===== config.mk =====
export PLATFORM = sky130hd
export DESIGN_NAME = hbs_front
export DESIGN_NICKNAME = d
export VERILOG_FILES = /design/src/hbs_pkg.sv /design/src/hbs_front.sv
export SDC_FILE = /design/constraint.sdc
export NUM_CORES = 1
export LEC_CHECK = 0
export ABC_AREA = 1
export BUFFER_PORTS_ARGS = -buffer_cell sky130_fd_sc_hd__buf_2
export CAP_MARGIN = 40
export CORE_ASPECT_RATIO = 1.1
export CORE_MARGIN = 4
export CORE_UTILIZATION = 60
export DETAILED_ROUTE_END_ITERATION = 16
export PLACE_DENSITY = 0.82
export REMOVE_ABC_BUFFERS = 1
export SYNTH_ARGS = -nofsm -noshare
export SYNTH_HDL_FRONTEND = slang
export SYNTH_SLANG_ARGS = --single-unit

===== constraint.sdc =====
create_clock -name i_clk -period 13.1 [get_ports i_clk]
set_clock_uncertainty 0.05 [all_clocks]
set_input_delay 1.965 -clock i_clk [delete_from_list [all_inputs] [get_ports i_clk]]
set_output_delay 1.965 -clock i_clk [all_outputs]
set_load 0.01 [all_outputs]

===== src/hbs_pkg.sv =====
// Shared types, codes and the Q0.16 lerp function of the height map sampler.
`timescale 1ns / 1ps

package hbs_pkg;

    localparam logic [16:0] ONE_Q16 = 17'h10000;

    // Action codes of an input word.
    localparam logic [1:0] ACT_WR_HEIGHT = 2'd0;
    localparam logic [1:0] ACT_WR_ALPHA  = 2'd1;
    localparam logic [1:0] ACT_SAMPLE    = 2'd2;

    // Configuration register indexes.
    localparam int CFG_IW = 3;
    localparam int CFG_DW = 24;
    localparam logic [CFG_IW-1:0] CFG_ALTITUDE   = 3'd0;
    localparam logic [CFG_IW-1:0] CFG_MAP_HEIGHT = 3'd1;
    localparam logic [CFG_IW-1:0] CFG_MAP_WIDTH  = 3'd2;
    localparam logic [CFG_IW-1:0] CFG_MAP_ROWS   = 3'd3;
    localparam logic [CFG_IW-1:0] CFG_ALPHA_EN   = 3'd4;

    typedef enum logic [1:0] {
        MODE_NEAR,
        MODE_HORZ,
        MODE_VERT,
        MODE_BIL
    } t_mode;

    // One memory job: a store write or a sample with up to four reads.
    typedef struct packed {
        logic        write;
        logic        alpha;
        logic        oor;
        t_mode       mode;
        logic [1:0]  last;
        logic [15:0] fx;
        logic [15:0] fy;
        logic [16:0] wdata;
    } t_req;

    // Neighbor samples of one sample job, handed to the blend pipeline.
    typedef struct packed {
        logic             oor;
        t_mode            mode;
        logic [15:0]      fx;
        logic [15:0]      fy;
        logic [3:0][16:0] h;
        logic [3:0][16:0] a;
    } t_fetched;

    // (a*(1-t) + b*t + 0.5) in Q0.16, written as a + (b-a)*t with one multiplier.
    function automatic logic [16:0] lerp_q16(input logic [16:0] a, input logic [16:0] b,
                                             input logic [15:0] t);
        logic signed [17:0] diff;
        logic signed [35:0] prod;
        logic signed [35:0] acc;
        diff = $signed({1'b0, b}) - $signed({1'b0, a});
        prod = diff * $signed({1'b0, t});
        acc  = $signed({3'b000, a, 16'h0000}) + prod + 36'sd32768;
        return acc[32:16];
    endfunction

endpackage


===== src/hbs_front.sv =====
// Coordinate pipeline: clamp and scale, base index, edge decisions and read or write addresses.
`timescale 1ns / 1ps

module hbs_front #(
    parameter int MAX_WIDTH = 256,
    parameter int MAX_ROWS  = 256
) (
    input  logic                      i_clk,
    input  logic                      i_rst_n,
    input  logic                      i_in_valid,
    output logic                      o_in_stall,
    input  logic [1:0]                i_action,
    input  logic [15:0]               i_entry_index,
    input  logic [16:0]               i_entry_value,
    input  logic [16:0]               i_coord_u,
    input  logic [16:0]               i_coord_v,
    input  logic                      i_precise,
    input  logic [8:0]                i_map_width,
    input  logic [8:0]                i_map_rows,
    output logic                      o_req_valid,
    input  logic                      i_req_stall,
    output hbs_pkg::t_req             o_req,
    output logic [3:0][$clog2(MAX_WIDTH*MAX_ROWS)-1:0] o_req_addr
);

    localparam int DEPTH = MAX_WIDTH * MAX_ROWS;
    localparam int AW    = $clog2(DEPTH);
    localparam int CW    = ($clog2(DEPTH + 1) > 19) ? $clog2(DEPTH + 1) : 19;

    logic a_en, b_en, c_en, in_take, keep, wr_ok;
    logic [16:0] u_cl, v_cl;

    // Stage A: clamped coordinates scaled by the map size.
    logic        r_a_valid;
    logic        r_a_write, r_a_alpha, r_a_precise;
    logic [15:0] r_a_idx;
    logic [16:0] r_a_val;
    logic [25:0] r_a_posx, r_a_posy;
    logic [25:0] n_a_posx, n_a_posy;

    // Stage B: base index and entry count.
    logic          r_b_valid;
    logic          r_b_write, r_b_alpha, r_b_precise;
    logic [15:0]   r_b_idx;
    logic [16:0]   r_b_val;
    logic [18:0]   r_b_base;
    logic [CW-1:0] r_b_n;
    logic [8:0]    r_b_px, r_b_py;
    logic [15:0]   r_b_fx, r_b_fy;
    logic [18:0]   n_b_base;
    logic [17:0]   n_raw;
    logic [CW-1:0] n_b_n;

    // Stage C: job for the memory sequencer.
    logic                r_c_valid;
    hbs_pkg::t_req       r_c_req;
    logic [3:0][AW-1:0]  r_c_addr;
    hbs_pkg::t_req       n_c_req;
    logic [3:0][AW-1:0]  n_c_addr;

    logic [CW-1:0] b, w, s1, s2, s3, idx_w;
    logic x_ok, y_ok, oor, bil, hor, ver;
    hbs_pkg::t_mode mode;

    assign c_en       = !r_c_valid || !i_req_stall;
    assign b_en       = !r_b_valid || c_en;
    assign a_en       = !r_a_valid || b_en;
    assign o_in_stall = !a_en;
    assign in_take    = i_in_valid && a_en;

    // Writes beyond the store and unknown actions are accepted and dropped.
    assign wr_ok = ((i_action == hbs_pkg::ACT_WR_HEIGHT) || (i_action == hbs_pkg::ACT_WR_ALPHA))
                   && (32'(i_entry_index) < 32'(DEPTH));
    assign keep  = wr_ok || (i_action == hbs_pkg::ACT_SAMPLE);

    assign u_cl     = (i_coord_u > hbs_pkg::ONE_Q16) ? hbs_pkg::ONE_Q16 : i_coord_u;
    assign v_cl     = (i_coord_v > hbs_pkg::ONE_Q16) ? hbs_pkg::ONE_Q16 : i_coord_v;
    assign n_a_posx = 26'(i_map_width) * 26'(u_cl);
    assign n_a_posy = 26'(i_map_rows) * 26'(v_cl);

    always_ff @(posedge i_clk) begin
        if (!i_rst_n) begin
            r_a_valid <= 1'b0;
        end else if (a_en) begin
            r_a_valid <= in_take && keep;
        end
    end

    always_ff @(posedge i_clk) begin
        if (a_en) begin
            r_a_write   <= (i_action != hbs_pkg::ACT_SAMPLE);
            r_a_alpha   <= (i_action == hbs_pkg::ACT_WR_ALPHA);
            r_a_idx     <= i_entry_index;
            r_a_val     <= i_entry_value;
            r_a_precise <= i_precise;
            r_a_posx    <= n_a_posx;
            r_a_posy    <= n_a_posy;
        end
    end

    assign n_b_base = 19'(r_a_posy[24:16]) * 19'(i_map_width) + 19'(r_a_posx[24:16]);
    assign n_raw    = 18'(i_map_width) * 18'(i_map_rows);
    assign n_b_n    = (CW'(n_raw) > CW'(DEPTH)) ? CW'(DEPTH) : CW'(n_raw);

    always_ff @(posedge i_clk) begin
        if (!i_rst_n) begin
            r_b_valid <= 1'b0;
        end else if (b_en) begin
            r_b_valid <= r_a_valid;
        end
    end

    always_ff @(posedge i_clk) begin
        if (b_en) begin
            r_b_write   <= r_a_write;
            r_b_alpha   <= r_a_alpha;
            r_b_idx     <= r_a_idx;
            r_b_val     <= r_a_val;
            r_b_precise <= r_a_precise;
            r_b_base    <= n_b_base;
            r_b_n       <= n_b_n;
            r_b_px      <= r_a_posx[24:16];
            r_b_py      <= r_a_posy[24:16];
            r_b_fx      <= r_a_posx[15:0];
            r_b_fy      <= r_a_posy[15:0];
        end
    end

    assign b     = CW'(r_b_base);
    assign w     = CW'(i_map_width);
    assign s1    = b + CW'(1);
    assign s2    = b + w;
    assign s3    = s2 + CW'(1);
    assign idx_w = CW'(r_b_idx);

    assign oor  = (b >= r_b_n);
    assign x_ok = (10'(r_b_px) + 10'd1) < 10'(i_map_width);
    assign y_ok = (10'(r_b_py) + 10'd1) < 10'(i_map_rows);
    assign bil  = (r_b_fx != 16'd0) && (r_b_fy != 16'd0) && x_ok && y_ok && (s3 < r_b_n);
    assign hor  = (r_b_fx != 16'd0) && x_ok && (s1 < r_b_n);
    assign ver  = (r_b_fy != 16'd0) && (s2 < r_b_n);

    always_comb begin
        if (!r_b_precise || oor) begin
            mode = hbs_pkg::MODE_NEAR;
        end else if (bil) begin
            mode = hbs_pkg::MODE_BIL;
        end else if (hor) begin
            mode = hbs_pkg::MODE_HORZ;
        end else if (ver) begin
            mode = hbs_pkg::MODE_VERT;
        end else begin
            mode = hbs_pkg::MODE_NEAR;
        end
    end

    always_comb begin
        n_c_req.write = r_b_write;
        n_c_req.alpha = r_b_alpha;
        n_c_req.oor   = oor;
        n_c_req.mode  = mode;
        n_c_req.fx    = r_b_fx;
        n_c_req.fy    = r_b_fy;
        n_c_req.wdata = r_b_val;
        case (mode)
            hbs_pkg::MODE_BIL:  n_c_req.last = 2'd3;
            hbs_pkg::MODE_HORZ: n_c_req.last = 2'd1;
            hbs_pkg::MODE_VERT: n_c_req.last = 2'd1;
            default:            n_c_req.last = 2'd0;
        endcase
        // Reads are issued in slot order; the vertical lerp takes its second
        // sample from the row below.
        n_c_addr[0] = r_b_write ? idx_w[AW-1:0] : b[AW-1:0];
        n_c_addr[1] = (mode == hbs_pkg::MODE_VERT) ? s2[AW-1:0] : s1[AW-1:0];
        n_c_addr[2] = s2[AW-1:0];
        n_c_addr[3] = s3[AW-1:0];
    end

    always_ff @(posedge i_clk) begin
        if (!i_rst_n) begin
            r_c_valid <= 1'b0;
        end else if (c_en) begin
            r_c_valid <= r_b_valid;
        end
    end

    always_ff @(posedge i_clk) begin
        if (c_en) begin
            r_c_req  <= n_c_req;
            r_c_addr <= n_c_addr;
        end
    end

    assign o_req_valid = r_c_valid;
    assign o_req       = r_c_req;
    assign o_req_addr  = r_c_addr;

endmodule


Yosys cells after proc, flatten, opt, wreduce, memory -nomap -nowiden --
Index checks and enable logic that the tools add are counted.
Cells by class: muxes and demuxes 9, magnitude comparators 9, equal/unequal tests 6, reduce and logical (&&, ||, !) cells 25, add/sub/neg operators 6, $mul 4
Operator list (count):
- $lt 19x19->1 | 3
- $mul 9x17->25 | 2
- $add 19x1->19 const B | 2
- $mul 9x9->18 | 2
- $gt 17x17->1 const B | 2
- $mux 17 | 2
- $mux 16 | 2
- $reduce_bool 16->1 | 2
- $add 9x1->10 const B | 2
- $lt 10x9->1 | 2
- $add 18x9->19 | 1
- $add 19x9->19 | 1
- $ge 19x19->1 | 1
- $gt 18x17->1 const B | 1
- $logic_and 1x1->1 | 9
- $mux 2 | 4
- $eq 2x2->1 const B | 3
- $logic_not 1->1 | 6
- $logic_or 1x1->1 | 6
- $eq 2x1->1 const B | 2
- $pmux 2 s2 | 1
- $logic_not 2->1 | 1
- $ne 2x2->1 const B | 1
- $reduce_or 2->1 | 1
Word-level totals: logic and storage cells 93, output and inout port bits 122, register bits 333

Depth between registers and ports, before layout --
Gate-level depths: netlist of run 1.
depth after elaboration 10, mapped depth 32, depth with buffers taken out 31

Worst setup path before layout of run 1 --
OpenSTA, ideal clock, no wires.
path kind in2reg, from input port i_req_stall, to register r_a_alpha, enable pin, stages on the path 5, required time 12.610 ns, path buffers 0, arrival time 9.352 ns, library setup time 0.440 ns, path slack 3.258 ns, cells stage by stage nand2_1 > nor2_1 > inv_1 > nor2_1 > inv_1
Between the ends: longest elaborated chain between the ends 4
Ends and longest elaborated chain:
- start, declared | RTL line hbs_front.sv:21 | input logic i_req_stall,
- $logic_not 1->1 | RTL line hbs_front.sv:65 | assign c_en = !r_c_valid || !i_req_stall;
- $logic_or 1x1->1 | RTL line hbs_front.sv:65
- $logic_or 1x1->1 | RTL line hbs_front.sv:66 | assign b_en = !r_b_valid || c_en;
- via b_en | RTL line hbs_front.sv:30 | logic a_en, b_en, c_en, in_take, keep, wr_ok;
- $logic_or 1x1->1 | RTL line hbs_front.sv:67 | assign a_en = !r_a_valid || b_en;
- end signal, assigned | RTL line hbs_front.sv:92 | r_a_alpha <= (i_action == hbs_pkg::ACT_WR_ALPHA);
- end, declared | RTL line hbs_front.sv:35 | logic r_a_write, r_a_alpha, r_a_precise;
The timed path passes the listed nets, and every way through them passes these cells. A chain may end at the register's enable or synchronous reset.

Final worst setup path of run 1 --
from input port i_coord_u[13], to register r_a_posx[21] (data pin)
Between the ends: longest elaborated chain between the ends 3
Ends and longest elaborated chain:
- start, declared | RTL line hbs_front.sv:15 | input logic [16:0] i_coord_u,
- $gt 17x17->1 | RTL line hbs_front.sv:76 | assign u_cl = (i_coord_u > hbs_pkg::ONE_Q16) ? hbs_pkg::ONE_Q16 : i_coord_u;
- $mux 17 (*) | RTL line hbs_front.sv:76
- $mul 9x17->25 (*) | RTL line hbs_front.sv:78 | assign n_a_posx = 26'(i_map_width) * 26'(u_cl);
- via n_a_posx[21] | RTL line hbs_front.sv:39 | logic [25:0] n_a_posx, n_a_posy;
- end signal, assigned | RTL line hbs_front.sv:96 | r_a_posx <= n_a_posx;
- end, declared | RTL line hbs_front.sv:38 | logic [25:0] r_a_posx, r_a_posy;
The timed path passes the listed nets; every way through them passes the cells marked *.

==> results of run 1 <==
worst reg2reg max path, cell delays in order, from the launching register on:
cell      delay [ns]
edfxtp_1        0.62
nand2_1         0.15
fa_1            0.56
inv_1           0.05
fa_1            0.48
ha_1            0.30
inv_1           0.05
fa_1            0.52
inv_1           0.05
fa_1            0.45
ha_1            0.40
a21oi_1         0.16
inv_1           0.06
a31oi_1         0.25
o21ai_0         0.22
a21oi_1         0.18
o21bai_1        0.10
a21boi_0        0.28
o21ai_0         0.15
xor2_1          0.16
flip-flops by register name, summed over array words and instances (netlist names), 9 cells and up:
register,count
r_b_n,18
r_b_px,9
r_a_val,17
r_b_fy,16
r_b_idx,16
r_a_posy,25
r_b_fx,16
o_req_addr,64
b,19
r_a_posx,25
r_a_idx,16
r_b_py,9
r_b_val,17
o_req,56
worst max-delay path by stage:
stage	start	end	slack, ns	cells past startpoint
after floorplan	i_req_stall	r_a_alpha$_DFFE_PN_	3.26	5
after global placement	i_coord_u[15]	r_a_posx[23]$_DFFE_PN_	5.47	27
after detailed placement	i_coord_u[14]	r_a_posx[21]$_DFFE_PN_	5.32	27
after CTS	i_coord_u[14]	r_a_posx[21]$_DFFE_PN_	5.89	27
after global routing	i_coord_u[14]	r_a_posx[21]$_DFFE_PN_	5.39	25
final	i_coord_u[13]	r_a_posx[21]$_DFFE_PN_	5.84	25
power by group:
| part | internal [mW] | leakage [nW] | switching [mW] |
|---|---|---|---|
| Clock | 0.506 | 0.497 | 0.403 |
| Combinational | 1.96 | 12.6 | 3.08 |
| Sequential | 1.80 | 3.57 | 0.245 |
cell families after synthesis:
logic type                 count (synthesis)  share of synthesized area [%]
muxes                                      2                         0.0762
and+or+nand+nor                         1025                           14.7
xor gates and xnor gates                 118                           3.59
AOI/OAI and AO/OA                        241                           4.65
other                                      1                         0.0127
buffers and inverters                    773                           9.91
DFF                                      332                           33.7
adders and majority gates                598                           33.4
through the flow:
| stage | instances | setup WS [ns] | instance area (um^2) | hold WS [ns] | total power, mW |
|---|---|---|---|---|---|
| 3_3_place_gp | 3889 | 5.47 | 31200 | 0.351 | 6.89 |
| 5_1_grt | 3952 | 5.39 | 32300 | 0.374 | 8.83 |
| 2_1_floorplan | 3017 | 3.26 | 29200 | 0.350 | 5.74 |
| 3_5_place_dp | 3891 | 5.32 | 31200 | 0.355 | 7.05 |
| 6_report | 3953 | 5.84 | 32300 | 0.365 | 7.99 |
| 4_1_cts | 3952 | 5.89 | 32300 | 0.366 | 8.01 |
Yosys cell counts (2+ instances only):
library cell  instances  share of area, %
inv_1               694               8.8
nand2_1             566               7.2
edfxtp_1            329                33
fa_1                317                21
ha_1                281                12
nor2_1              257               3.3
a21oi_1             123               2.1
xor2_1               89               2.6
nand3_1              75               1.3
clkbuf_1             68              0.86
o21ai_0              58              0.98
nand2_2              31              0.66
nand4_1              31              0.66
xnor2_1              27              0.80
nor3_1               20              0.34
o21ai_2              16              0.47
nor4_1               11              0.23
a31oi_1               9              0.19
nand2_4               8              0.31
inv_2                 6             0.076
a211oi_1              5              0.13
nand3b_1              5              0.13
o21bai_1              5              0.13
a21boi_0              4              0.10
a21o_1                4              0.10
a21oi_2               4              0.12
o211ai_1              4              0.10
buf_6                 3              0.11
dfxtp_1               3              0.20
nand3_2               3              0.10
nor2_2                3             0.064
nor3_2                3              0.10
o31ai_1               3             0.076
and2_1                2             0.042
buf_2                 2             0.034
mux2_2                2             0.076
cell type report:
class | instances | share of cell area (%)
clock buffer | 48 | 2.90
inverter | 700 | 8.16
timing repair buffer | 222 | 3.60
sequential | 332 | 30.8
clock inverter | 13 | 0.349
tap | 652 | 2.53
antenna | 1 | 0.00775
multi-input combinational | 1985 | 51.7
layer usage:
metal,up-vias,track usage (%),share of wire [%]
li1,10037,-,-
met1,10392,32.8,39
met2,875,46.4,50
met3,194,3.94,7.1
met4,4,10.3,3.9
met5,-,0,0.037
==> impl_metrics.yaml, run 1 <==
finish:
  fill_cells: 3834
  final_common_cell: "inv_1"
  nets: 3966
  regArea_mm2: 0.00994
  multi_input_area_mm2: 0.0167
  drive_gt1_share_pct: 10.8
  area_delta_synth_final_pct: 9.28
  layout_common_cells: "inv_1 (692), nand2_1 (565), edfxtp_1 (329), fa_1 (317), ha_1 (281)"
  fin_util_pct: 66.1
synthesis:
  synth-seq-cells: 332
  synth_area_per_cell_um2: 9.56
  synthCells: 3090
  ys.flop_type: "edfxtp_1"
  yosysSeqAreaShare_pct: 33.7
  async_flop_share_pct: 0
  synth.distinct_cells: 55
  synth_warnings: 0
  syn_area_mm2: 0.0295
  synth_edf_count: 329
critical_path:
  reg2reg_depth: 19
  setup.worst_path.end_class: "flip-flop"
  path_delay_family: "adder cells"
  cp_data_required_time_ns: 13.34
  worst-setup-path-type: "primary input to flip-flop"
  rr_endpoint: "b[15]$_DFFE_PP_"
  crit_buf_inv: 7
  cp-start-kind: "primary input"
  crit_path_top_delay_cell: "fa_1"
  cpMostUsedCell: "inv_1"
  timing.rr.start: "r_a_posy[20]$_DFFE_PN_"
  worst-path-max-fanout: 12
  worstPathArrival_ns: 7.50
  r2r_setup_slack_ns: 7.60
  max_stage_delay_ns: 0.56
clock_tree:
  cts_buffers: 35
  clk_latency_ns: 0.55
  cts-root-buf: "clkbuf_16"
  cts_tree: "done"
  clk_pin_slew_ns: 0.06
  ctsHoldBuffers: 0
  htree_levels: 2
  clock-sinks: 332
  ctsResizeCount: 0
  cts_buffer_depth: 3
  postCtsSetupBuffers: 0
detailed_routing:
  vias_per_cell: 5.44
  dr.pass1.iters: 6
  drc: 0
  drt_iter0_drc: 1603
  wl_per_cell_um: 17.3
  ant_nets: 0
  finalWirelength_mm: 68.4
  vias: 21502
hold_path:
  hold_class: "flip-flop to flip-flop"
  min_to: "r_b_val[6]$_DFFE_PP_"
  hold_path_startpoint: "r_a_val[6]$_DFFE_PN_"
  worst_hold_path.num_cells: 0
floorplanning:
  die_w_um: 220
  die-area_mm2: 0.0528
  floorplan.initialDensity_pct: 60.5
  rows: 85
  die_y_um: 241
  core_area_mm2: 0.0488
  io_pins: 214
timing:
  fmax_mhz: 138
  maxSlewViolCount: 0
  fin_crit_sh_pct: 55.4
  period_minus_slack_ns: 7.26
  worst_pin_slew_ns: 0.907
  grt_setup_unrepaired: "no"
  maxSlewHeadroom_pct: 39.6
  setup_viol: 0
  finalHoldViolations: 0
  final.setup.tns_ns: 0
pwr:
  vdd_drop_max_v: 0.000426
  power-per-cell-area_mw_per_mm2: 248
  leakagePower_nw: 16.7
global_route:
  antenna_found_initial: 3
  grt_max_degree: 69
  grt_pass1_wl_mm: 110
  grt_pass1_vias: 21881
  grt_usage_pct: 26.3
  gr-total-overflow: 0
place:
  port_buffers: 213
  gp_congestion: 0.941
  dp_hpwl_mm: 53.5
job:
  maxCapViolCount: 0
outcome:
  status: "finished, final reports clean"
Note: power is estimated with default switching activity, not from simulation.
==> inputs of run 2 (changes only) <==
- ABC_AREA: 1 -> 0
- CORE_UTILIZATION: 60 -> 57
- clock period: 13.1 -> 6.1 ns (I/O delays scaled with it)
==> impl_metrics.yaml, run 2 <==
outcome:
  status: "finished, final reports clean"
timing:
  maxSlewViolCount: 0
  setup_viol: 0
  maxSlewHeadroom_pct: 39.4
  finalHoldViolations: 0
  final.setup.tns_ns: 0
  fmax_mhz: 168
  worst_pin_slew_ns: 0.909
  fin_crit_sh_pct: 97.4
  hold_ws_ns: 0.363
  period_minus_slack_ns: 5.94
clock_tree:
  clk_pin_slew_ns: 0.06
  clk_latency_ns: 0.55
  htree_levels: 2
  cts_buffers: 34
  cts_buffer_depth: 3
  cts-root-buf: "clkbuf_16"
  clock-sinks: 332
  ctsHoldBuffers: 0
  cts_tree: "done"
synthesis:
  synth_commonest_cells: "inv_1 (442), edfxtp_1 (329), fa_1 (317)"
  synth-seq-cells: 332
  post-synth-top-count-cell: "inv_1"
  yosysTopAreaCellShare_pct: 33.3
  async_flop_share_pct: 0
  synth_edf_count: 329
  synth.distinct_cells: 85
  synth_area_per_cell_um2: 10.7
  yosys-top-cells-area: "edfxtp_1 (33%), fa_1 (21%), ha_1 (12%)"
  yosysSeqAreaShare_pct: 33.5
  synthCells: 2772
  syn_area_mm2: 0.0297
  synth_warnings: 0
  ys.flop_type: "edfxtp_1"
  yosysTopAreaCell: "edfxtp_1"
floorplanning:
  die-area_mm2: 0.0558
  floorplan.initialDensity_pct: 57.8
  rows: 87
  io_pins: 214
  die_y_um: 247
  core_area_mm2: 0.0514
  die_w_um: 226
critical_path:
  cpMostUsedCell: "fa_1"
  crit_buf_inv: 5
  r2r_setup_slack_ns: 0.36
  max_stage_delay_ns: 0.54
  worst-setup-path-type: "primary input to flip-flop"
  cp-start-kind: "primary input"
  path_cells: "buf_2 > nor4_4 > a41oi_2 > buf_4 > nor2b_1 > nand2_1 > fa_1 > inv_1 > fa_1 > fa_1 > inv_1 > fa_1 > inv_1 > ha_1 > a21o_1 > a21oi_1 > a21oi_2 > o2111a_1 > o31ai_2 > mux2i_1 > a2111o_1"
  crit_path_top_delay_cell: "fa_1"
  cp_data_required_time_ns: 6.31
  timing.rr.start: "r_a_posy[22]$_DFFE_PN_"
  path_delay_family: "adder cells"
  worstPathArrival_ns: 6.15
  worst-path-max-fanout: 7
  rr_endpoint: "b[17]$_DFFE_PP_"
  setup.worst_path.end_class: "flip-flop"
  reg2reg_depth: 17
global_route:
  grt_usage_pct: 27.7
  grt_pass1_wl_mm: 122
  grt_pass1_vias: 23475
  gr-total-overflow: 0
  grt_max_degree: 72
  antenna_found_initial: 1
detailed_routing:
  finalWirelength_mm: 76.4
  vias_per_cell: 5.62
  drc: 0
  wl_per_cell_um: 19.5
  ant_nets: 0
  dr.pass1.iters: 6
  drt_iter0_drc: 1642
  vias: 22049
finish:
  area_delta_synth_final_pct: 17.6
  fin_area_mm2: 0.0349
  regArea_mm2: 0.00994
  nets: 3919
  final_common_cell: "inv_1"
  fill_cells: 3666
  largest_reg_flops: 64
  layout_common_cells: "inv_1 (441), edfxtp_1 (329), fa_1 (317), buf_4 (291), nand2_1 (289)"
  drive_gt1_share_pct: 20.0
  multi_input_area_mm2: 0.0180
  fin_util_pct: 67.9
hold_path:
  hold_path_startpoint: "r_a_idx[9]$_DFFE_PN_"
  hold_class: "flip-flop to flip-flop"
  min_to: "r_b_idx[9]$_DFFE_PP_"
  worst_hold_path.num_cells: 0
place:
  dp_hpwl_mm: 62.0
  placed_area_mm2: 0.0336
  gp_congestion: 1.01
  port_buffers: 213
pwr:
  power-per-cell-area_mw_per_mm2: 576
  leakagePower_nw: 16.9
  vdd_drop_max_v: 0.000982
job:
  maxCapViolCount: 0
## run 2: cells by family after synthesis
logic type	Yosys count	synth area share, %
buffers and inverters	535	6.87
flip-flops	332	33.5
XOR/XNOR	124	3.69
AO/OA/AOI/OAI	287	6.88
adder cells (fa/ha/maj)	598	33.2
AND/OR/NAND/NOR	878	15.2
other	1	0.0126
multiplexers	17	0.628
## run 2: area by class of cell
type,count,area share (%)
timing repair buffer,513,9.83
sequential,332,28.5
antenna,1,0.00717
multi-input combinational,1905,51.5
clock buffer,39,2.49
clock inverter,22,0.556
tap,667,2.39
inverter,443,4.78
## run 2: power by group
| part | internal (mW) | leakage, nW | switching, mW | total [mW] |
|---|---|---|---|---|
| clock network | 1.12 | 0.519 | 0.883 | 2.01 |
| logic | 6.33 | 12.8 | 7.29 | 13.6 |
| registers | 3.88 | 3.57 | 0.591 | 4.47 |
| total | 11.3 | 16.9 | 8.77 | 20.1 |
## run 2: how the worst max path moves through the flow
stage / start / end / cells after the start
after floorplan: i_coord_u[3] / r_a_posx[24]$_DFFE_PN_ / 20
after global placement: i_coord_v[4] / r_a_posy[24]$_DFFE_PN_ / 24
after detailed placement: i_coord_v[2] / r_a_posy[23]$_DFFE_PN_ / 24
after CTS: i_coord_v[4] / r_a_posy[23]$_DFFE_PN_ / 24
after global routing: i_coord_u[3] / r_a_posx[24]$_DFFE_PN_ / 21
final: i_coord_u[0] / r_a_posx[24]$_DFFE_PN_ / 21
## run 2: what timing repair did
action	CTS	global route
setup buffers	0	1
endpoints found under the setup margin	11	23
gates resized for setup	7	48
pin swaps	1	11
## run 2: metal layers
metal / wire length [um] / track usage, % / vias to the layer above
met5: 0 / 0 / -
met4: 4630 / 13.3 / 0
met3: 4580 / 3.59 / 262
met2: 38200 / 49.1 / 886
met1: 29000 / 33.6 / 10813
li1: - / - / 10088
## run 2: through the flow
| step | setup WS, ns | power (mW) | cells |
|---|---|---|---|
| finish | 0.160 | 20.1 | 3922 |
| global route | -0.0541 | 21.8 | 3922 |
| CTS | 0.00474 | 19.9 | 3920 |
| detailed placement | -1.05 | 17.7 | 3859 |
| global placement | -0.872 | 17.1 | 3857 |
| floorplan | -0.204 | 12.6 | 2680 |
